`src/rtl/core/mpct_pkg.sv`:
```
package mpct_pkg;

  // Cursor coordinate width
  localparam int POS_BITS = 14;
  // Width of the bound registers
  localparam int LIM_W = 15;
  // Working width for the clamp compare
  localparam int CLAMP_W = ((LIM_W > POS_BITS + 1) ? LIM_W : POS_BITS + 1) + 1;

  // Packet queue depth
  localparam int QDEPTH = 4;
  localparam int QPTR_W = $clog2(QDEPTH);

  // Reset cursor position and bounds
  localparam logic [POS_BITS-1:0] CURSOR_X_RST = POS_BITS'(160);
  localparam logic [POS_BITS-1:0] CURSOR_Y_RST = POS_BITS'(100);
  localparam logic [LIM_W-1:0] WIDTH_RST = LIM_W'(320);
  localparam logic [LIM_W-1:0] HEIGHT_RST = LIM_W'(200);

  // Configuration register indexes
  localparam int CFG_IDX_W = 1;
  localparam logic [CFG_IDX_W-1:0] CFG_WIDTH_LIMIT = 1'b0;
  localparam logic [CFG_IDX_W-1:0] CFG_HEIGHT_LIMIT = 1'b1;

  // Input item kinds
  localparam logic FUNC_RX_BYTE = 1'b0;
  localparam logic FUNC_SET_POS = 1'b1;

  // Header byte fields
  localparam int HDR_X_SIGN = 4;
  localparam int HDR_Y_SIGN = 5;

  typedef enum logic [1:0] {
    PH_HEADER = 2'd0,
    PH_XBYTE  = 2'd1,
    PH_YBYTE  = 2'd2
  } phase_t;

  typedef enum logic [1:0] {
    EV_MOVE  = 2'd0,
    EV_DOWN  = 2'd1,
    EV_UP    = 2'd2,
    EV_CLICK = 2'd3
  } ev_kind_t;

  typedef enum logic [1:0] {
    BTN_NONE  = 2'd0,
    BTN_LEFT  = 2'd1,
    BTN_RIGHT = 2'd2
  } btn_t;

  // Pending event bits of one packet, in emission order
  localparam int EV_N = 7;
  localparam int EV_IDX_W = $clog2(EV_N);
  localparam int EVB_MOVE   = 0;
  localparam int EVB_LDOWN  = 1;
  localparam int EVB_LUP    = 2;
  localparam int EVB_LCLICK = 3;
  localparam int EVB_RDOWN  = 4;
  localparam int EVB_RUP    = 5;
  localparam int EVB_RCLICK = 6;

  // One decoded packet, queued between front and back
  typedef struct packed {
    logic [POS_BITS-1:0] pos_x;
    logic [POS_BITS-1:0] pos_y;
    logic [2:0]          buttons;
    logic [EV_N-1:0]     ev_mask;
  } pkt_t;

  // Event kind for a pending-event bit
  function automatic ev_kind_t ev_kind(input logic [EV_IDX_W-1:0] idx);
    ev_kind_t k;
    unique case (idx)
      EV_IDX_W'(EVB_LDOWN), EV_IDX_W'(EVB_RDOWN):   k = EV_DOWN;
      EV_IDX_W'(EVB_LUP), EV_IDX_W'(EVB_RUP):       k = EV_UP;
      EV_IDX_W'(EVB_LCLICK), EV_IDX_W'(EVB_RCLICK): k = EV_CLICK;
      default:                                      k = EV_MOVE;
    endcase
    return k;
  endfunction

  // Button for a pending-event bit
  function automatic btn_t ev_button(input logic [EV_IDX_W-1:0] idx);
    btn_t b;
    unique case (idx)
      EV_IDX_W'(EVB_LDOWN), EV_IDX_W'(EVB_LUP), EV_IDX_W'(EVB_LCLICK): b = BTN_LEFT;
      EV_IDX_W'(EVB_RDOWN), EV_IDX_W'(EVB_RUP), EV_IDX_W'(EVB_RCLICK): b = BTN_RIGHT;
      default:                                                         b = BTN_NONE;
    endcase
    return b;
  endfunction

  // Clamp a moved coordinate into [0, bound-1]; a zero bound acts as one and
  // the bound saturates at the coordinate range.
  function automatic logic [POS_BITS-1:0] clamp_coord(
    input logic signed [POS_BITS+1:0] v,
    input logic [LIM_W-1:0]           limit
  );
    logic [CLAMP_W-1:0]  eff;
    logic [CLAMP_W-1:0]  top;
    logic [POS_BITS-1:0] r;
    eff = CLAMP_W'(limit);
    if (eff == '0) eff = CLAMP_W'(1);
    if (eff > CLAMP_W'(2**POS_BITS)) eff = CLAMP_W'(2**POS_BITS);
    top = eff - CLAMP_W'(1);
    if (v[POS_BITS+1]) begin
      r = '0;
    end else if (CLAMP_W'(v[POS_BITS:0]) > top) begin
      r = top[POS_BITS-1:0];
    end else begin
      r = v[POS_BITS-1:0];
    end
    return r;
  endfunction

endpackage

```
`src/rtl/core/mpct_in_if.sv`:
```
interface mpct_in_if;
  logic                          valid;
  logic                          ready;
  logic                          func;
  logic [7:0]                    rx_byte;
  logic [mpct_pkg::POS_BITS-1:0] new_x;
  logic [mpct_pkg::POS_BITS-1:0] new_y;

  modport source (output valid, func, rx_byte, new_x, new_y, input ready);
  modport sink (input valid, func, rx_byte, new_x, new_y, output ready);
endinterface

```
`src/rtl/core/mpct_out_if.sv`:
```
interface mpct_out_if;
  logic                          valid;
  logic                          ready;
  logic [1:0]                    event_kind;
  logic [mpct_pkg::POS_BITS-1:0] pos_x;
  logic [mpct_pkg::POS_BITS-1:0] pos_y;
  logic [1:0]                    which_button;
  logic [2:0]                    button_bits;
  logic                          last;

  modport source (output valid, event_kind, pos_x, pos_y, which_button, button_bits, last,
                  input ready);
  modport sink (input valid, event_kind, pos_x, pos_y, which_button, button_bits, last,
                output ready);
endinterface

```
`src/rtl/core/mpct_front.sv`:
```
module mpct_front (
  input  logic                          clk,
  input  logic                          rst,
  mpct_in_if.sink                       mouse,
  input  logic [mpct_pkg::LIM_W-1:0]    width_limit,
  input  logic [mpct_pkg::LIM_W-1:0]    height_limit,
  input  logic                          q_full,
  output logic                          push,
  output mpct_pkg::pkt_t                pkt
);

  mpct_pkg::phase_t              phase, phase_next;
  logic [7:0]                    header_byte;
  logic [7:0]                    x_move_byte;
  logic [mpct_pkg::POS_BITS-1:0] cursor_x;
  logic [mpct_pkg::POS_BITS-1:0] cursor_y;
  logic [2:0]                    buttons_now;

  logic                                 accept;
  logic                                 take_byte;
  logic                                 last_byte;
  logic signed [8:0]                    dx9;
  logic signed [8:0]                    dy9;
  logic signed [mpct_pkg::POS_BITS+1:0] sum_x;
  logic signed [mpct_pkg::POS_BITS+1:0] sum_y;
  logic [2:0]                           changed;

  // Every item is taken while the packet queue has room
  assign mouse.ready = !q_full;
  assign accept      = mouse.valid && mouse.ready;
  assign take_byte   = accept && (mouse.func == mpct_pkg::FUNC_RX_BYTE);
  assign last_byte   = take_byte && (phase == mpct_pkg::PH_YBYTE);

  // 9-bit deltas from the header sign bits
  assign dx9 = {header_byte[mpct_pkg::HDR_X_SIGN], x_move_byte};
  assign dy9 = {header_byte[mpct_pkg::HDR_Y_SIGN], mouse.rx_byte};

  // Screen y grows downward, so the y delta is subtracted
  assign sum_x = $signed({2'b00, cursor_x}) + (mpct_pkg::POS_BITS+2)'(dx9);
  assign sum_y = $signed({2'b00, cursor_y}) - (mpct_pkg::POS_BITS+2)'(dy9);

  // Decoded packet with its event list
  always_comb begin
    pkt.pos_x   = mpct_pkg::clamp_coord(sum_x, width_limit);
    pkt.pos_y   = mpct_pkg::clamp_coord(sum_y, height_limit);
    pkt.buttons = header_byte[2:0];
    changed     = header_byte[2:0] ^ buttons_now;
    pkt.ev_mask = '0;
    pkt.ev_mask[mpct_pkg::EVB_MOVE]   = (dx9 != '0) || (dy9 != '0);
    pkt.ev_mask[mpct_pkg::EVB_LDOWN]  = changed[0] && header_byte[0];
    pkt.ev_mask[mpct_pkg::EVB_LUP]    = changed[0] && !header_byte[0];
    pkt.ev_mask[mpct_pkg::EVB_LCLICK] = changed[0] && !header_byte[0];
    pkt.ev_mask[mpct_pkg::EVB_RDOWN]  = changed[1] && header_byte[1];
    pkt.ev_mask[mpct_pkg::EVB_RUP]    = changed[1] && !header_byte[1];
    pkt.ev_mask[mpct_pkg::EVB_RCLICK] = changed[1] && !header_byte[1];
  end

  // Packets with nothing to report are dropped here
  assign push = last_byte && (pkt.ev_mask != '0);

  // Byte phase sequencing
  always_comb begin
    phase_next = phase;
    if (take_byte) begin
      unique case (phase)
        mpct_pkg::PH_XBYTE: phase_next = mpct_pkg::PH_YBYTE;
        mpct_pkg::PH_YBYTE: phase_next = mpct_pkg::PH_HEADER;
        default:            phase_next = mpct_pkg::PH_XBYTE;
      endcase
    end
  end

  always_ff @(posedge clk) begin
    if (rst) begin
      phase <= mpct_pkg::PH_HEADER;
    end else begin
      phase <= phase_next;
    end
  end

  // Packet bytes, cursor and button state
  always_ff @(posedge clk) begin
    if (rst) begin
      header_byte <= '0;
      x_move_byte <= '0;
      cursor_x    <= mpct_pkg::CURSOR_X_RST;
      cursor_y    <= mpct_pkg::CURSOR_Y_RST;
      buttons_now <= '0;
    end else if (accept) begin
      if (mouse.func == mpct_pkg::FUNC_SET_POS) begin
        cursor_x <= mouse.new_x;
        cursor_y <= mouse.new_y;
      end else begin
        unique case (phase)
          mpct_pkg::PH_XBYTE: x_move_byte <= mouse.rx_byte;
          mpct_pkg::PH_YBYTE: begin
            cursor_x    <= pkt.pos_x;
            cursor_y    <= pkt.pos_y;
            buttons_now <= header_byte[2:0];
          end
          default: header_byte <= mouse.rx_byte;
        endcase
      end
    end
  end

endmodule

```
`src/rtl/core/mpct_queue.sv`:
```
module mpct_queue (
  input  logic           clk,
  input  logic           rst,
  input  logic           push,
  input  mpct_pkg::pkt_t wr_pkt,
  input  logic           pop,
  output mpct_pkg::pkt_t head,
  output logic           full,
  output logic           empty
);

  mpct_pkg::pkt_t                entries [mpct_pkg::QDEPTH];
  logic [mpct_pkg::QPTR_W-1:0]   wr_ptr;
  logic [mpct_pkg::QPTR_W-1:0]   rd_ptr;
  logic [mpct_pkg::QPTR_W:0]     count;

  assign full  = (count == (mpct_pkg::QPTR_W+1)'(mpct_pkg::QDEPTH));
  assign empty = (count == '0);
  assign head  = entries[rd_ptr];

  // Storage
  always_ff @(posedge clk) begin
    if (push) entries[wr_ptr] <= wr_pkt;
  end

  // Pointers and fill count
  always_ff @(posedge clk) begin
    if (rst) begin
      wr_ptr <= '0;
      rd_ptr <= '0;
      count  <= '0;
    end else begin
      if (push) wr_ptr <= wr_ptr + 1'b1;
      if (pop)  rd_ptr <= rd_ptr + 1'b1;
      unique case ({push, pop})
        2'b10:   count <= count + 1'b1;
        2'b01:   count <= count - 1'b1;
        default: count <= count;
      endcase
    end
  end

endmodule

```
`src/rtl/core/mpct_back.sv`:
```
module mpct_back (
  input  logic           clk,
  input  logic           rst,
  input  mpct_pkg::pkt_t head,
  input  logic           empty,
  output logic           pop,
  mpct_out_if.source     events
);

  logic [mpct_pkg::EV_N-1:0]     sent;
  logic [mpct_pkg::EV_N-1:0]     rem;
  logic [mpct_pkg::EV_N-1:0]     low;
  logic [mpct_pkg::EV_N-1:0]     rem_after;
  logic [mpct_pkg::EV_IDX_W-1:0] idx;
  logic                          load;
  logic                          is_last;

  // Next pending event of the head packet, lowest bit first
  assign rem       = head.ev_mask & ~sent;
  assign low       = rem & (~rem + 1'b1);
  assign rem_after = rem & ~low;
  assign is_last   = (rem_after == '0);

  always_comb begin
    idx = '0;
    for (int i = 0; i < mpct_pkg::EV_N; i++) begin
      if (low[i]) idx = mpct_pkg::EV_IDX_W'(i);
    end
  end

  assign load = !empty && (!events.valid || events.ready);
  assign pop  = load && is_last;

  // Progress through the head packet
  always_ff @(posedge clk) begin
    if (rst) begin
      sent <= '0;
    end else if (load) begin
      sent <= is_last ? '0 : (sent | low);
    end
  end

  // Output register
  always_ff @(posedge clk) begin
    if (rst) begin
      events.valid <= 1'b0;
    end else if (load) begin
      events.valid <= 1'b1;
    end else if (events.ready) begin
      events.valid <= 1'b0;
    end
  end

  always_ff @(posedge clk) begin
    if (load) begin
      events.event_kind   <= mpct_pkg::ev_kind(idx);
      events.which_button <= mpct_pkg::ev_button(idx);
      events.pos_x        <= head.pos_x;
      events.pos_y        <= head.pos_y;
      events.button_bits  <= head.buttons;
      events.last         <= is_last;
    end
  end

endmodule

```
`src/rtl/core/mouse_packet_cursor_tracker_top.sv`:
```
// Channel   Dir  Transaction
// mouse     in   one mouse byte (func 0) or a cursor position write (func 1)
// events    out  one event: kind, clamped position, button, button bits, last
// cfg       in   write of width_limit (index 0) or height_limit (index 1)
//
// An input transaction is taken every cycle while the 4-entry packet queue has room.
// The third byte of a packet decodes, moves and clamps the cursor in that same cycle.
// The event unit sends one event per cycle while events is not stalled, 1 to 5 per
// packet; a packet is 3 input bytes, and its events overlap the next one.
// Reset is synchronous; rst restores phase, cursor (160,100), buttons and bounds.
// A stall on events backs up the queue; mouse.ready drops only when it is full.
module mouse_packet_cursor_tracker_top (
  input  logic                           clk,
  input  logic                           rst,
  mpct_in_if.sink                        mouse,
  mpct_out_if.source                     events,
  input  logic                           cfg_we,
  input  logic [mpct_pkg::CFG_IDX_W-1:0] cfg_index,
  input  logic [mpct_pkg::LIM_W-1:0]     cfg_data
);

  logic [mpct_pkg::LIM_W-1:0] width_limit;
  logic [mpct_pkg::LIM_W-1:0] height_limit;
  mpct_pkg::pkt_t             pkt;
  mpct_pkg::pkt_t             head;
  logic                       push;
  logic                       pop;
  logic                       q_full;
  logic                       q_empty;

  // Bound registers
  always_ff @(posedge clk) begin
    if (rst) begin
      width_limit  <= mpct_pkg::WIDTH_RST;
      height_limit <= mpct_pkg::HEIGHT_RST;
    end else if (cfg_we) begin
      unique case (cfg_index)
        mpct_pkg::CFG_WIDTH_LIMIT:  width_limit  <= cfg_data;
        mpct_pkg::CFG_HEIGHT_LIMIT: height_limit <= cfg_data;
        default: ;
      endcase
    end
  end

  mpct_front u_front (
    .clk          (clk),
    .rst          (rst),
    .mouse        (mouse),
    .width_limit  (width_limit),
    .height_limit (height_limit),
    .q_full       (q_full),
    .push         (push),
    .pkt          (pkt)
  );

  mpct_queue u_queue (
    .clk    (clk),
    .rst    (rst),
    .push   (push),
    .wr_pkt (pkt),
    .pop    (pop),
    .head   (head),
    .full   (q_full),
    .empty  (q_empty)
  );

  mpct_back u_back (
    .clk    (clk),
    .rst    (rst),
    .head   (head),
    .empty  (q_empty),
    .pop    (pop),
    .events (events)
  );

  // Only packets that report something are queued
  a_push_nonempty: assert property (@(posedge clk) disable iff (rst)
    push |-> (pkt.ev_mask != '0))
    else $error("queued packet carries no event");

  // The queue is never pushed while full nor popped while empty
  a_no_overflow: assert property (@(posedge clk) disable iff (rst)
    push |-> !q_full)
    else $error("push into full packet queue");

  a_no_underflow: assert property (@(posedge clk) disable iff (rst)
    pop |-> !q_empty)
    else $error("pop from empty packet queue");

  // Popping a packet puts its final event in the output register
  a_pop_last: assert property (@(posedge clk) disable iff (rst)
    pop |=> (events.valid && events.last))
    else $error("packet retired without a final event");

endmodule

```
`src/flat_wrapper.sv`:
```
// flat-port wrapper written by rule: the top's interface ports become plain ports
module mouse_packet_cursor_tracker_top_flat 
  (clk, rst, cfg_we, cfg_index, cfg_data, mouse_valid, mouse_func, mouse_rx_byte, mouse_new_x, mouse_new_y, mouse_ready, events_valid, events_event_kind, events_pos_x, events_pos_y, events_which_button, events_button_bits, events_last, events_ready);
  mpct_in_if mouse_i ();
  mpct_out_if events_i ();
  input  logic clk;
  input  logic rst;
  input  logic cfg_we;
  input  logic [mpct_pkg::CFG_IDX_W-1:0] cfg_index;
  input  logic [mpct_pkg::LIM_W-1:0] cfg_data;
  input wire logic [$bits(mouse_i.valid)-1:0] mouse_valid;
  input wire logic [$bits(mouse_i.func)-1:0] mouse_func;
  input wire logic [$bits(mouse_i.rx_byte)-1:0] mouse_rx_byte;
  input wire logic [$bits(mouse_i.new_x)-1:0] mouse_new_x;
  input wire logic [$bits(mouse_i.new_y)-1:0] mouse_new_y;
  output wire logic [$bits(mouse_i.ready)-1:0] mouse_ready;
  output wire logic [$bits(events_i.valid)-1:0] events_valid;
  output wire logic [$bits(events_i.event_kind)-1:0] events_event_kind;
  output wire logic [$bits(events_i.pos_x)-1:0] events_pos_x;
  output wire logic [$bits(events_i.pos_y)-1:0] events_pos_y;
  output wire logic [$bits(events_i.which_button)-1:0] events_which_button;
  output wire logic [$bits(events_i.button_bits)-1:0] events_button_bits;
  output wire logic [$bits(events_i.last)-1:0] events_last;
  input wire logic [$bits(events_i.ready)-1:0] events_ready;
  assign mouse_i.valid = mouse_valid;
  assign mouse_i.func = mouse_func;
  assign mouse_i.rx_byte = mouse_rx_byte;
  assign mouse_i.new_x = mouse_new_x;
  assign mouse_i.new_y = mouse_new_y;
  assign mouse_ready = mouse_i.ready;
  assign events_valid = events_i.valid;
  assign events_event_kind = events_i.event_kind;
  assign events_pos_x = events_i.pos_x;
  assign events_pos_y = events_i.pos_y;
  assign events_which_button = events_i.which_button;
  assign events_button_bits = events_i.button_bits;
  assign events_last = events_i.last;
  assign events_i.ready = events_ready;
  mouse_packet_cursor_tracker_top u_core (.clk(clk), .rst(rst), .mouse(mouse_i), .events(events_i), .cfg_we(cfg_we), .cfg_index(cfg_index), .cfg_data(cfg_data));
endmodule
```
`config.mk`:
```
export PLATFORM = sky130hd
export DESIGN_NAME = mouse_packet_cursor_tracker_top_flat
export DESIGN_NICKNAME = d
export VERILOG_FILES = /design/src/rtl/core/mpct_pkg.sv /design/src/rtl/core/mpct_in_if.sv /design/src/rtl/core/mpct_out_if.sv /design/src/rtl/core/mpct_front.sv /design/src/rtl/core/mpct_queue.sv /design/src/rtl/core/mpct_back.sv /design/src/rtl/core/mouse_packet_cursor_tracker_top.sv /design/src/flat_wrapper.sv
export SDC_FILE = /design/constraint.sdc
export NUM_CORES = 1
export LEC_CHECK = 0
export ABC_AREA = 1
export BUFFER_PORTS_ARGS = -buffer_cell sky130_fd_sc_hd__buf_2
export CELL_PAD_IN_SITES_DETAIL_PLACEMENT = 1
export CELL_PAD_IN_SITES_GLOBAL_PLACEMENT = 1
export CORE_MARGIN = 5
export CORE_UTILIZATION = 45
export DETAILED_ROUTE_END_ITERATION = 8
export PLACE_DENSITY_LB_ADDON = 0.15
export SLEW_MARGIN = 20
export SYNTH_ARGS = -nofsm -noshare
export SYNTH_HDL_FRONTEND = slang
export SYNTH_SLANG_ARGS = --single-unit
```
`constraint.sdc`:
```
create_clock -name clk -period 5.3 [get_ports clk]
set_input_delay 1.06 -clock clk [delete_from_list [all_inputs] [get_ports clk]]
set_output_delay 1.06 -clock clk [all_outputs]
set_load 0.02 [all_outputs]
```
======== Word-level counts from Yosys, hierarchy flattened ========
Memory sizes are Yosys's and may differ from the RTL's. A register that Yosys moved wholly into a read port is not among the register bits.
Cells that the tools add are included.
storage, ports and cells
  flip-flop bits (word level) ............. 127
  bits in writable memories ............... 152
  word-level logic and storage cells ...... 123
  memories ................................ 1
memory list
  name                    words  width  read ports  clocked after Yosys merged registers in  write ports  RTL line          source
  u_core.u_queue.entries  4      38     1           1                                        1            mpct_queue.sv:12  mpct_pkg::pkt_t entries [mpct_pkg::QDEPTH];
cells by class
  add/sub/neg operators ................... 9
  magnitude comparators ................... 4
  eq/ne operators ......................... 11
  muxes and demuxes ....................... 29
  bitwise logic cells ..................... 11
  reductions and logical operators ........ 39
operators by type and width
  cell                                                   number
  2-to-1 mux 14 bit                                      8
  2-to-1 mux 15 bit                                      3
  > comparator 15 x 16 -> 1 bit                          2
  > comparator 16 x 15 -> 1 bit (second input constant)  2
  subtractor 16 x 1 -> 16 bit (second input constant)    2
  logical NOT 15 bit                                     2
  bitwise AND 7 bit                                      3
  inverter 7 bit                                         3
  nonzero test 9 bit                                     2
  adder 15 x 9 -> 16 bit                                 1
  2-to-1 mux 16 bit                                      1
  subtractor 15 x 9 -> 16 bit                            1
  2-to-1 mux 3 bit                                       5
  == test 3 bit (second input constant)                  4
  logical AND 1 bit                                      10
  AND reduction 3 bit                                    3
  case mux 2 bit (2 select lines)                        2
  OR reduction 2 bit                                     4
  adder 7 x 1 -> 7 bit (second input constant)           1
  logical NOT 7 bit                                      1
  2-to-1 mux 7 bit                                       1
  bitwise OR 7 bit                                       1
  nonzero test 7 bit                                     1
  == test 3 x 2 -> 1 bit (second input constant)         2
  18 further kinds                                       38

======== Longest topological paths before layout ========
Gate-level depths: netlist of the first run.
  depth after elaboration ................. 14
  gate-level depth with buffers ........... 28
  gate-level depth less buffers ........... 26

======== By module ========
Synthesis of the first run repeated with hierarchy kept, for this count alone.
unflattened totals
  cells, all modules ...................... 1668
  area total of the unflattened synthesis .. 14674.1 um^2
by module, submodules not included
  module                           times used  cells each  area each (um^2)
  mpct_queue                       1           426         6083.3
  mpct_front                       1           953         5784.3
  mpct_back                        1           127         1630.3
  mouse_packet_cursor_tracker_top  1           162         1176.1

======== Least setup slack after synthesis of the first run ========
No wires, ideal clock.
  path type ............................... in2reg
  start point ............................. input mouse_rx_byte[0]
  end point ............................... memory u_core.u_queue.entries[0][17] (netlist name) (data pin)
  library setup time ...................... 0.259 ns
  arrival ................................. 3.759 ns
  data required time ...................... 5.041 ns
  path slack .............................. 1.281 ns
  cell stages on the path ................. 19
  buffers on the path ..................... 1
  cell sequence ........................... ha_1 -> fa_1 -> inv_1 -> nand3_1 -> nand2_1 -> nand4_1 -> nand3_1 -> a21oi_1 -> o21ai_0 -> xor2_1 -> ha_1 -> nand3_1 -> nor3_1 -> nand2_1 -> a21boi_1 -> buf_2 -> nand3_1 -> nand3_1 -> inv_1
RTL lines
  what                RTL line            source
  start: declaration  flat_wrapper.sv:13  input wire logic [$bits(mouse_i.rx_byte)-1:0] mouse_rx_byte;
  end: declaration    mpct_queue.sv:12

==> results of run 1 <==
[flip-flops by register name, summed over array words and instances (netlist names), 5 cells and up, named ones only]
| signal | flops |
|---|---|
| u_core.u_queue.entries | 144 |
| u_core.u_back.sent | 7 |
| u_core.u_front.cursor_x | 14 |
| u_core.u_front.cursor_y | 14 |
| u_core.u_back.events.pos_y | 14 |
| u_core.u_front.x_move_byte | 8 |
| u_core.u_front.header_byte | 5 |
| u_core.width_limit | 15 |
| u_core.u_back.events.pos_x | 14 |
| u_core.height_limit | 15 |
[cell families after synthesis]
family	count (synthesis)	synth area share [%]
xor gates and xnor gates	30	1.859
DFF	272	51.28
buffers and inverters	245	6.835
and+or+nand+nor	716	21.13
AOI/OAI and AO/OA	315	12.09
adders and majority gates	75	6.800
[final timing paths]
check                                                        start                                 endpoint  slack (ns)  depth (start not counted)
worst min-delay path            u_core.u_back.sent[5]$_SDFFE_PP0P_       u_core.u_back.sent[5]$_SDFFE_PP0P_        0.46                          2
worst max register to register  u_core.width_limit[8]$_SDFFE_PP1P_  u_core.u_queue.entries[0][29]$_DFFE_PP_        0.84                         22
worst min register to register  u_core.u_back.sent[5]$_SDFFE_PP0P_       u_core.u_back.sent[5]$_SDFFE_PP0P_        0.46                          2
worst max-delay path            u_core.width_limit[8]$_SDFFE_PP1P_  u_core.u_queue.entries[0][29]$_DFFE_PP_        0.84                         22
[worst max-delay path, stage by stage, from the launching register on]
cell     delay [ns]
dfxtp_1        0.43
nor2_1         0.11
nand2_1        0.07
nor2_1         0.04
nand2_1        0.07
nand2_2        0.20
nand2_1        0.22
ha_1           0.22
nand3_1        0.17
inv_1          0.20
nand4_1        0.16
nor2_1         0.19
xor2_1         0.09
ha_1           0.29
inv_1          0.05
nor4_1         0.41
nand3_1        0.12
nand2_1        0.09
buf_4          0.18
inv_1          0.24
or2_2          0.34
nand3_1        0.18
inv_1          0.12
[Yosys cell counts, drive strengths merged]
cell type | count | share of area (%)
buf | 14 | 0.66
nand4 | 17 | 0.80
fa | 3 | 0.43
o31ai | 2 | 0.11
o211ai | 3 | 0.16
nor4 | 4 | 0.18
xnor2 | 5 | 0.31
o21a | 2 | 0.11
inv | 187 | 5.0
edfxtp | 180 | 38
a211oi | 1 | 0.053
xor2 | 25 | 1.5
nand2 | 327 | 8.9
a21oi | 121 | 4.3
a32o | 1 | 0.071
clkbuf | 42 | 1.1
nor2 | 250 | 6.7
a21boi | 3 | 0.16
nand3b | 3 | 0.16
o22ai | 31 | 1.4
and2 | 11 | 0.49
clkinv | 2 | 0.062
nor3 | 4 | 0.14
dfxtp | 92 | 13
o21bai | 6 | 0.32
a31oi | 3 | 0.18
or2 | 6 | 0.27
o211a | 2 | 0.14
ha | 72 | 6.4
o41ai | 2 | 0.18
nand3 | 94 | 3.5
o21ai | 138 | 4.9
[layer usage]
metal | vias up | global-route usage (%) | wire [µm]
met5 | - | 0 | 21
met4 | 4 | 4.323 | 733
met3 | 62 | 2.893 | 1709
met2 | 208 | 40.88 | 20630
met1 | 5643 | 30.19 | 18050
li1 | 5713 | - | -
[area by class of cell]
| cell class | instances | share of cell area [%] |
|---|---|---|
| Timing Repair Buffer | 112 | 3.754 |
| Clock inverter | 16 | 1.519 |
| Multi-Input combinational cell | 1136 | 37.09 |
| Clock buffer | 37 | 4.954 |
| Tap cell | 396 | 3.085 |
| Antenna cell | 1 | 0.01558 |
| Sequential cell | 272 | 45.13 |
| Inverter | 189 | 4.456 |
[through the flow]
| stage | instance area (µm²) | hold slack (ns) |
|---|---|---|
| final | 16060 | 0.4633 |
| after global routing | 16060 | 0.5026 |
| after CTS | 16050 | 0.4677 |
| after detailed placement | 15010 | 0.4585 |
| after global placement | 15010 | 0.4348 |
| after floorplan | 14130 | 0.4249 |
[power breakdown]
part	switching [mW]	internal, mW	total [mW]
sequential	0.0487	2.44	2.49
clock	0.872	1.36	2.23
combinational	0.899	0.387	1.29
total	1.82	4.18	6.00
==> impl_metrics.json, run 1 <==
{
  "layout-drive-gt1-share_pct": 11.35,
  "hold_buffers": 0,
  "clock_insertion_delay_worst_skew_ns": 0.54,
  "htree_levels": 1,
  "wl_um": 41150,
  "die_h_um": 187.2,
  "syn2layout_area_growth_pct": 13.67,
  "clock_sinks": 272,
  "cts_tree": "done",
  "leakage_nw": 6.997,
  "initial_utilization_pct": 45.84,
  "cts_resized": 0,
  "nNetsFinal": 1873,
  "fill_cells": 3630,
  "cts_root_buffer": "clkbuf_16",
  "grt_pass1_wl_um": 65370,
  "io_buffers": 95,
  "critPathMaxFanout": 19,
  "gp_congestion": 0.8984,
  "grt_util_all_layers_pct": 22.90,
  "design_power_total_mw": 6.000,
  "path_clk_slew_ns": 0.06,
  "antenna_found_initial": 3,
  "cp_data_required_time_ns": 5.58,
  "ys_seq_area_share_pct": 51.28,
  "core_area_mm2": 0.03083,
  "fin_cells": 2159,
  "peakVddDrop_mv": 0.2653,
  "synth_fp_nets": 1786,
  "relSlewSlack_pct": 30.24,
  "ctsLongestPathBuffers": 3,
  "post-route-period-util_pct": 84.14,
  "ys_types": 50,
  "mostFrequentLayoutCell": "nand2_1",
  "critPathArrivalTime_ns": 4.74,
  "worst_slew_pin_slew_ns": 1.033,
  "dr.pass1.iters": 5,
  "worstSetupPathType": "reg2reg",
  "power_density_mw_per_mm2": 373.5,
  "startpoint_type": "flop",
  "wire_per_inst_um": 19.06,
  "grt_max_degree": 73,
  "synthCells": 1653,
  "yosys_warnings": 0,
  "period_minus_slack_ns": 4.460,
  "drtIter0Drc": 634,
  "ff_latch_area_mm2": 0.007249,
  "gr-total-overflow": 0,
  "cap_violations": 0,
  "numCtsBuffers": 29,
  "drv_slew": 0,
  "placedCellCount": 2104,
  "rows": 64,
  "final_hold_viol_count": 0,
  "layout_common_cells": "nand2_1, nor2_1, inv_1",
  "multi_input_area_mm2": 0.005957,
  "outcome": "finished, final reports clean",
  "dp_slack_ns": 0.6768,
  "vias": 11630,
  "setup_tns_ns": 0,
  "dieArea_mm2": 0.03505,
  "pin_count": 96,
  "syn_area_mm2": 0.01413,
  "routed_via_density": 5.387,
  "setup_viol": 0,
  "max_freq_mhz": 224.2,
  "rsz0062_at_grt": "no",
  "avgSynthCellArea_um2": 8.549,
  "fin_util_pct": 52.10,
  "setup_ws_ns": 0.8405,
  "hold_path.class": "reg2reg",
  "drc": 0,
  "synth_seq_cells": 272,
  "ant_nets": 0,
  "die_w_um": 187.2,
  "finClkSkew_ns": 0.01067,
  "hpwl_um": 29740,
  "postCtsSetupRepairBufs": 0,
  "crit_path_end_kind": "flop",
  "first_global_vias": 12090
}
(Power assumes the default switching activity.)
==> run 2, diff against run 1 <==
==> constraint.sdc (replaced) <==
create_clock -name clk -period 4.4 [get_ports clk]
set_input_delay 0.88 -clock clk [delete_from_list [all_inputs] [get_ports clk]]
set_output_delay 0.88 -clock clk [all_outputs]
set_load 0.02 [all_outputs]
==> run 2 against run 1 <==
Wire length is essentially flat. Maximum frequency rose by 8.3%. Largest power group unchanged. Die area is the same. Final area increased by 1.0%. Critical path depth is 1 lower. Clock skew grew 0.0013 ns.
==> impl_metrics.json, run 2 (synthesis results as in run 1) <==
{
  "nNetsFinal": 1883,
  "ctsLongestPathBuffers": 3,
  "rsz0062_at_grt": "no",
  "setup_tns_ns": 0,
  "largest_register": "u_core.u_queue.entries",
  "r2r_setup_slack_ns": 0.28,
  "ant_nets": 0,
  "critPathArrivalTime_ns": 4.41,
  "wire_per_inst_um": 18.95,
  "wl_um": 41120,
  "relSlewSlack_pct": 48.59,
  "cap_violations": 0,
  "ff2ff_path_depth": 21,
  "post-route-period-util_pct": 93.58,
  "finClkSkew_ns": 0.01194,
  "syn2layout_area_growth_pct": 14.84,
  "mostFrequentLayoutCell": "nand2_1",
  "cts_root_buffer": "clkbuf_16",
  "initial_utilization_pct": 45.84,
  "numCtsBuffers": 30,
  "placedCellCount": 2112,
  "layout-drive-gt1-share_pct": 11.95,
  "reg_top3": "u_core.u_queue.entries (144), u_core.height_limit (15), u_core.width_limit (15)",
  "antennaDiodeCount": 0,
  "drtIter0Drc": 558,
  "startpoint_type": "flop",
  "routed_via_density": 5.358,
  "cp_data_required_time_ns": 4.69,
  "hpwl_um": 29440,
  "setup_ws_ns": 0.2825,
  "worstReg2RegStart": "u_core.u_front.x_move_byte[0]$_SDFFE_PP0P_",
  "grt_max_degree": 57,
  "htree_levels": 1,
  "critPathMaxFanout": 7,
  "leakage_nw": 7.058,
  "vias": 11630,
  "rows": 64,
  "setup_viol": 0,
  "layout_common_cells": "nand2_1, nor2_1, inv_1",
  "p_int_mw": 5.136,
  "outcome": "finished, final reports clean",
  "die_h_um": 187.2,
  "cts_tree": "done",
  "max_freq_mhz": 242.9,
  "dp_slack_ns": -0.04430,
  "path_clk_slew_ns": 0.06,
  "grt_util_all_layers_pct": 23.02,
  "clock_sinks": 272,
  "holdCritStartpoint": "u_core.u_back.sent[5]$_SDFFE_PP0P_",
  "gr-total-overflow": 0,
  "drc": 0,
  "seq_power_share_pct": 40.5,
  "p_clk_share_pct": 37.7,
  "fin_cells": 2170,
  "die_w_um": 187.2,
  "pin_count": 96,
  "drv_slew": 0,
  "io_buffers": 95,
  "dieArea_mm2": 0.03505,
  "core_area_mm2": 0.03083,
  "hold_path.class": "reg2reg",
  "period_minus_slack_ns": 4.118,
  "p_comb_share_pct": 21.8,
  "clock_insertion_delay_worst_skew_ns": 0.56,
  "worstSetupPathType": "reg2reg",
  "largest_register_ffs": 144,
  "final_hold_viol_count": 0,
  "gp_congestion": 0.8945,
  "worst_slew_pin_slew_ns": 0.7712,
  "peakVddDrop_mv": 0.2866,
  "timing.rr.end": "u_core.u_queue.entries[2][31]$_DFFE_PP_",
  "grt_pass1_wl_um": 65850,
  "swShare_pct": 30.39,
  "dr.pass1.iters": 5,
  "first_global_vias": 12440,
  "min_to": "u_core.u_back.sent[5]$_SDFFE_PP0P_",
  "crit_path_end_kind": "flop",
  "design_power_total_mw": 7.378,
  "switchingPower_mw": 2.242,
  "power_density_mw_per_mm2": 454.7,
  "antenna_found_initial": 4,
  "hold_depth": 2
}
==> run 2: repair_timing <==
action | CTS | global route
hold buffers | 0 | 0
buffers inserted | 0 | 2
resized for setup | 0 | 2
setup endpoints to repair | 0 | 72
endpoints found under the hold margin | 0 | 0
==> run 2: worst max-delay path, cell delays in order, from the launching register on <==
cell and delay (ns):
dfxtp_1 0.42, ha_1 0.20, inv_1 0.06, fa_1 0.43, inv_1 0.08, nand3_1 0.08
nand2_1 0.15, nand4_1 0.13, nand3_1 0.11, nand2_1 0.06, nand2_1 0.06, a21oi_1 0.07
xor2_1 0.16, ha_1 0.32, inv_1 0.06, nor4_1 0.42, nand3_1 0.12, nand2_1 0.15
clkinvlp_4 0.15, or2_2 0.29, nand3_1 0.20, inv_1 0.12
==> run 2: how the worst max path moves through the flow <==
stage	slack, ns	depth (start not counted)	start	to
detailed placement	-0.04	18	mouse_rx_byte[2]	u_core.u_queue.entries[1][15]$_DFFE_PP_
global placement	0.03	18	mouse_rx_byte[2]	u_core.u_queue.entries[1][15]$_DFFE_PP_
finish	0.28	21	u_core.u_front.x_move_byte[0]$_SDFFE_PP0P_	u_core.u_queue.entries[2][31]$_DFFE_PP_
CTS	0.20	22	u_core.u_front.x_move_byte[0]$_SDFFE_PP0P_	u_core.u_queue.entries[0][24]$_DFFE_PP_
global route	0.001	21	u_core.height_limit[6]$_SDFFE_PP1P_	u_core.u_queue.entries[3][15]$_DFFE_PP_
floorplan	0.56	19	mouse_rx_byte[0]	u_core.u_queue.entries[0][17]$_DFFE_PP_
==> run 2: layout make-up <==
| class | count | area, µm² |
|---|---|---|
| Inverter | 189 | 719.4 |
| Multi-Input combinational cell | 1136 | 5968 |
| Timing Repair Buffer | 121 | 708.2 |
| Tap cell | 396 | 495.5 |
| Sequential cell | 272 | 7248 |
| Clock inverter | 23 | 305.3 |
| Fill cell | 3655 | 14600 |
| Clock buffer | 33 | 783.3 |
==> run 2: power groups by stage <==
stage	Clock [mW]	Combinational (mW)	Sequential (mW)
4_1_cts	2.83	1.58	2.99
3_5_place_dp	0	1.56	3.04
2_1_floorplan	0	1.04	3.03
5_1_grt	2.95	1.81	3.00
3_3_place_gp	0	1.49	3.04
6_report	2.78	1.61	2.99
==> run 2: per-layer routing <==
layer | track usage [%] | vias up | part of all wire [%]
met5 | 0 | - | 0.14
met4 | 5.802 | 8 | 2.6
met3 | 3.359 | 74 | 3.8
met2 | 41.61 | 192 | 50
met1 | 29.00 | 5636 | 44
li1 | - | 5717 | -
==> run 2: stage by stage <==
step	hold WS [ns]	utilization, %	cell area [µm²]
after global routing	0.4861	52.64	16230
after global placement	0.4404	49.01	15110
after floorplan	0.4249	-	14130
after CTS	0.4590	52.54	16200
after detailed placement	0.4503	49.01	15110
final	0.4508	52.64	16230
==> run 3, diff against run 2 <==
--- a/config.mk
+++ b/config.mk
@@ -6,10 +6,10 @@
 export NUM_CORES = 1
 export LEC_CHECK = 0
 export ABC_AREA = 1
-export BUFFER_PORTS_ARGS = -buffer_cell sky130_fd_sc_hd__buf_2
+export BUFFER_PORTS_ARGS = -buffer_cell sky130_fd_sc_hd__buf_4
 export CELL_PAD_IN_SITES_DETAIL_PLACEMENT = 1
 export CELL_PAD_IN_SITES_GLOBAL_PLACEMENT = 1
-export CORE_MARGIN = 5
+export CORE_MARGIN = 1.5
 export CORE_UTILIZATION = 45
 export DETAILED_ROUTE_END_ITERATION = 8
 export PLACE_DENSITY_LB_ADDON = 0.15
==> run 3 against run 2 <==
Clock power is 8.6% lower. Critical path depth stayed put. Sequential power hardly changed. Final area is 1.1% higher. Flip-flop and latch count stayed put. First-iteration DRC count is 7.9% higher. Cell count is 0.23% higher. Via count is 0.62% higher. Setup slack better by 0.12 ns. Total power is 2.9% lower. Wire length is 2.9% lower. Critical path type unchanged. Largest power group unchanged.
==> impl_metrics.json, run 3 (synthesis results as in run 1) <==
{
  "outcome": "finished, final reports clean",
  "wire_per_inst_um": 18.35,
  "cap_violations": 0,
  "cp_data_required_time_ns": 4.70,
  "grt_pass1_wl_um": 63560,
  "cp_top_family": "simple AND/OR/NAND/NOR gates",
  "die_h_um": 180.2,
  "cts_tree": "done",
  "drv_slew": 0,
  "leakage_nw": 7.109,
  "setup_tns_ns": 0,
  "vias": 11700,
  "peakVddDrop_mv": 0.3253,
  "hold_depth": 2,
  "relSlewSlack_pct": 34.03,
  "gr-total-overflow": 0,
  "largest_register_ffs": 144,
  "met1_length_um": 17330,
  "drtIter0Drc": 602,
  "hold_buffers": 0,
  "drc": 0,
  "cts_root_buffer": "clkbuf_16",
  "timing.rr.end": "u_core.u_queue.entries[2][29]$_DFFE_PP_",
  "routed_via_density": 5.379,
  "grt_util_all_layers_pct": 24.55,
  "clock_sinks": 272,
  "post-route-period-util_pct": 90.92,
  "hpwl_um": 29330,
  "ant_nets": 0,
  "initial_utilization_pct": 45.96,
  "rows": 64,
  "fin_util_pct": 53.35,
  "path_buf_inv": 5,
  "antenna_found_initial": 2,
  "critPathMaxFanout": 7,
  "critPathArrivalTime_ns": 4.30,
  "ff2ff_path_depth": 21,
  "route.met3.wl_um": 1645,
  "final_hold_viol_count": 0,
  "r2r_setup_slack_ns": 0.40,
  "setup_viol": 0,
  "mostFrequentLayoutCell": "nand2_1",
  "io_buffers": 95,
  "htree_levels": 1,
  "layout_common_cells": "nand2_1, nor2_1, inv_1",
  "top_layer": "met5",
  "ctsLongestPathBuffers": 3,
  "cpMaxStageDelayCell": "fa_1",
  "dr.pass1.iters": 8,
  "layout-drive-gt1-share_pct": 12.14,
  "antennaDiodeCount": 0,
  "crit_chain": "ha_1 > inv_1 > fa_1 > inv_1 > nand3_1 > nand2_1 > nand4_1 > nand3_1 > nand2_1 > nand2_1 > a21oi_1 > xor2_1 > ha_1 > inv_1 > nor4_2 > nand3_1 > nand2_1 > clkinvlp_4 > or2_2 > nand3_1 > inv_1",
  "wl_met2_um": 19900,
  "pin_count": 96,
  "grt_max_degree": 73,
  "nNetsFinal": 1889,
  "rsz0062_at_grt": "no",
  "wl_um": 39910,
  "hold_path.class": "reg2reg",
  "reg_top3": "u_core.u_queue.entries (144), u_core.height_limit (15), u_core.width_limit (15)",
  "holdCritStartpoint": "u_core.u_front.cursor_y[10]$_SDFFE_PP0P_",
  "finClkSkew_ns": 0.01319,
  "max_freq_mhz": 250.0,
  "startpoint_type": "flop",
  "max_stage_delay_ns": 0.45,
  "path_clk_slew_ns": 0.06,
  "die_w_um": 180.2,
  "gp_congestion": 0.8783,
  "power_density_mw_per_mm2": 436.8,
  "crit_path_end_kind": "flop",
  "period_minus_slack_ns": 4.001,
  "worst_slew_pin_slew_ns": 0.9895,
  "clock_insertion_delay_worst_skew_ns": 0.58,
  "core_area_mm2": 0.03075,
  "worstSetupPathType": "reg2reg",
  "first_global_vias": 12220,
  "min_to": "u_core.u_front.cursor_y[10]$_SDFFE_PP0P_",
  "worstReg2RegStart": "u_core.u_front.x_move_byte[0]$_SDFFE_PP0P_",
  "largest_register": "u_core.u_queue.entries",
  "dieArea_mm2": 0.03247,
  "numCtsBuffers": 30,
  "syn2layout_area_growth_pct": 16.09
}
==> run 3: what timing repair did <==
| action | in CTS | in global routing |
|---|---|---|
| setup buffers | 0 | 3 |
| setup endpoints to repair | 0 | 89 |
| resized for setup | 0 | 6 |
==> run 3: stage by stage <==
| step | instances | hold slack [ns] | total power [mW] | worst slack (ns) | area (µm²) |
|---|---|---|---|---|---|
| after floorplan | 1653 | 0.4249 | 4.075 | 0.5614 | 14130 |
| after detailed placement | 2117 | 0.4643 | 4.625 | 0.07263 | 15350 |
| after global routing | 2175 | 0.5049 | 7.519 | 0.08369 | 16400 |
| after global placement | 2117 | 0.4375 | 4.552 | 0.2314 | 15350 |
| after CTS | 2172 | 0.4726 | 7.168 | 0.2353 | 16350 |
| final | 2175 | 0.4713 | 7.166 | 0.3994 | 16400 |
==> run 3: worst max path at each step <==
stage / start / to / slack [ns] / cells past startpoint
2_1_floorplan: mouse_rx_byte[0] / u_core.u_queue.entries[0][17]$_DFFE_PP_ / 0.56 / 19
3_3_place_gp: mouse_rx_byte[0] / u_core.u_queue.entries[2][15]$_DFFE_PP_ / 0.23 / 20
3_5_place_dp: mouse_rx_byte[0] / u_core.u_queue.entries[3][12]$_DFFE_PP_ / 0.07 / 19
4_1_cts: u_core.u_front.x_move_byte[0]$_SDFFE_PP0P_ / u_core.u_queue.entries[2][29]$_DFFE_PP_ / 0.24 / 21
5_1_grt: u_core.u_front.x_move_byte[0]$_SDFFE_PP0P_ / u_core.u_queue.entries[2][29]$_DFFE_PP_ / 0.08 / 21
6_report: u_core.u_front.x_move_byte[0]$_SDFFE_PP0P_ / u_core.u_queue.entries[2][29]$_DFFE_PP_ / 0.40 / 21
==> run 3: layout make-up <==
type | count | area, µm²
Sequential cell | 272 | 7248
Tap cell | 396 | 495.5
Clock buffer | 42 | 825.8
Inverter | 189 | 723.2
Fill cell | 3652 | 14350
Clock inverter | 13 | 181.4
Multi-Input combinational cell | 1136 | 5977
Timing Repair Buffer | 127 | 953.4
==> run 3: power breakdown <==
part / switching [mW] / internal (mW) / leakage (nW)
Sequential: 0.0548 / 2.94 / 2.41
Clock: 1.05 / 1.49 / 0.476
Combinational: 1.10 / 0.533 / 4.22
Total: 2.20 / 4.96 / 7.11
==> run 3: worst register-to-register path, delay by kind of cell, from the launching register on <==
family,cells,cell delay (ns)
xor gates and xnor gates,1,0.14
buffers and inverters,5,0.51
adders and majority gates,3,0.96
DFF,1,0.39
and+or+nand+nor,11,1.66
AOI/OAI and AO/OA,1,0.07
==> run 3: layer usage <==
| layer | up-vias | track usage (%) |
|---|---|---|
| met5 | - | 0 |
| met4 | 4 | 7.126 |
| met2 | 209 | 44.81 |
| met1 | 5686 | 29.88 |
| met3 | 71 | 3.759 |
| li1 | 5729 | - |
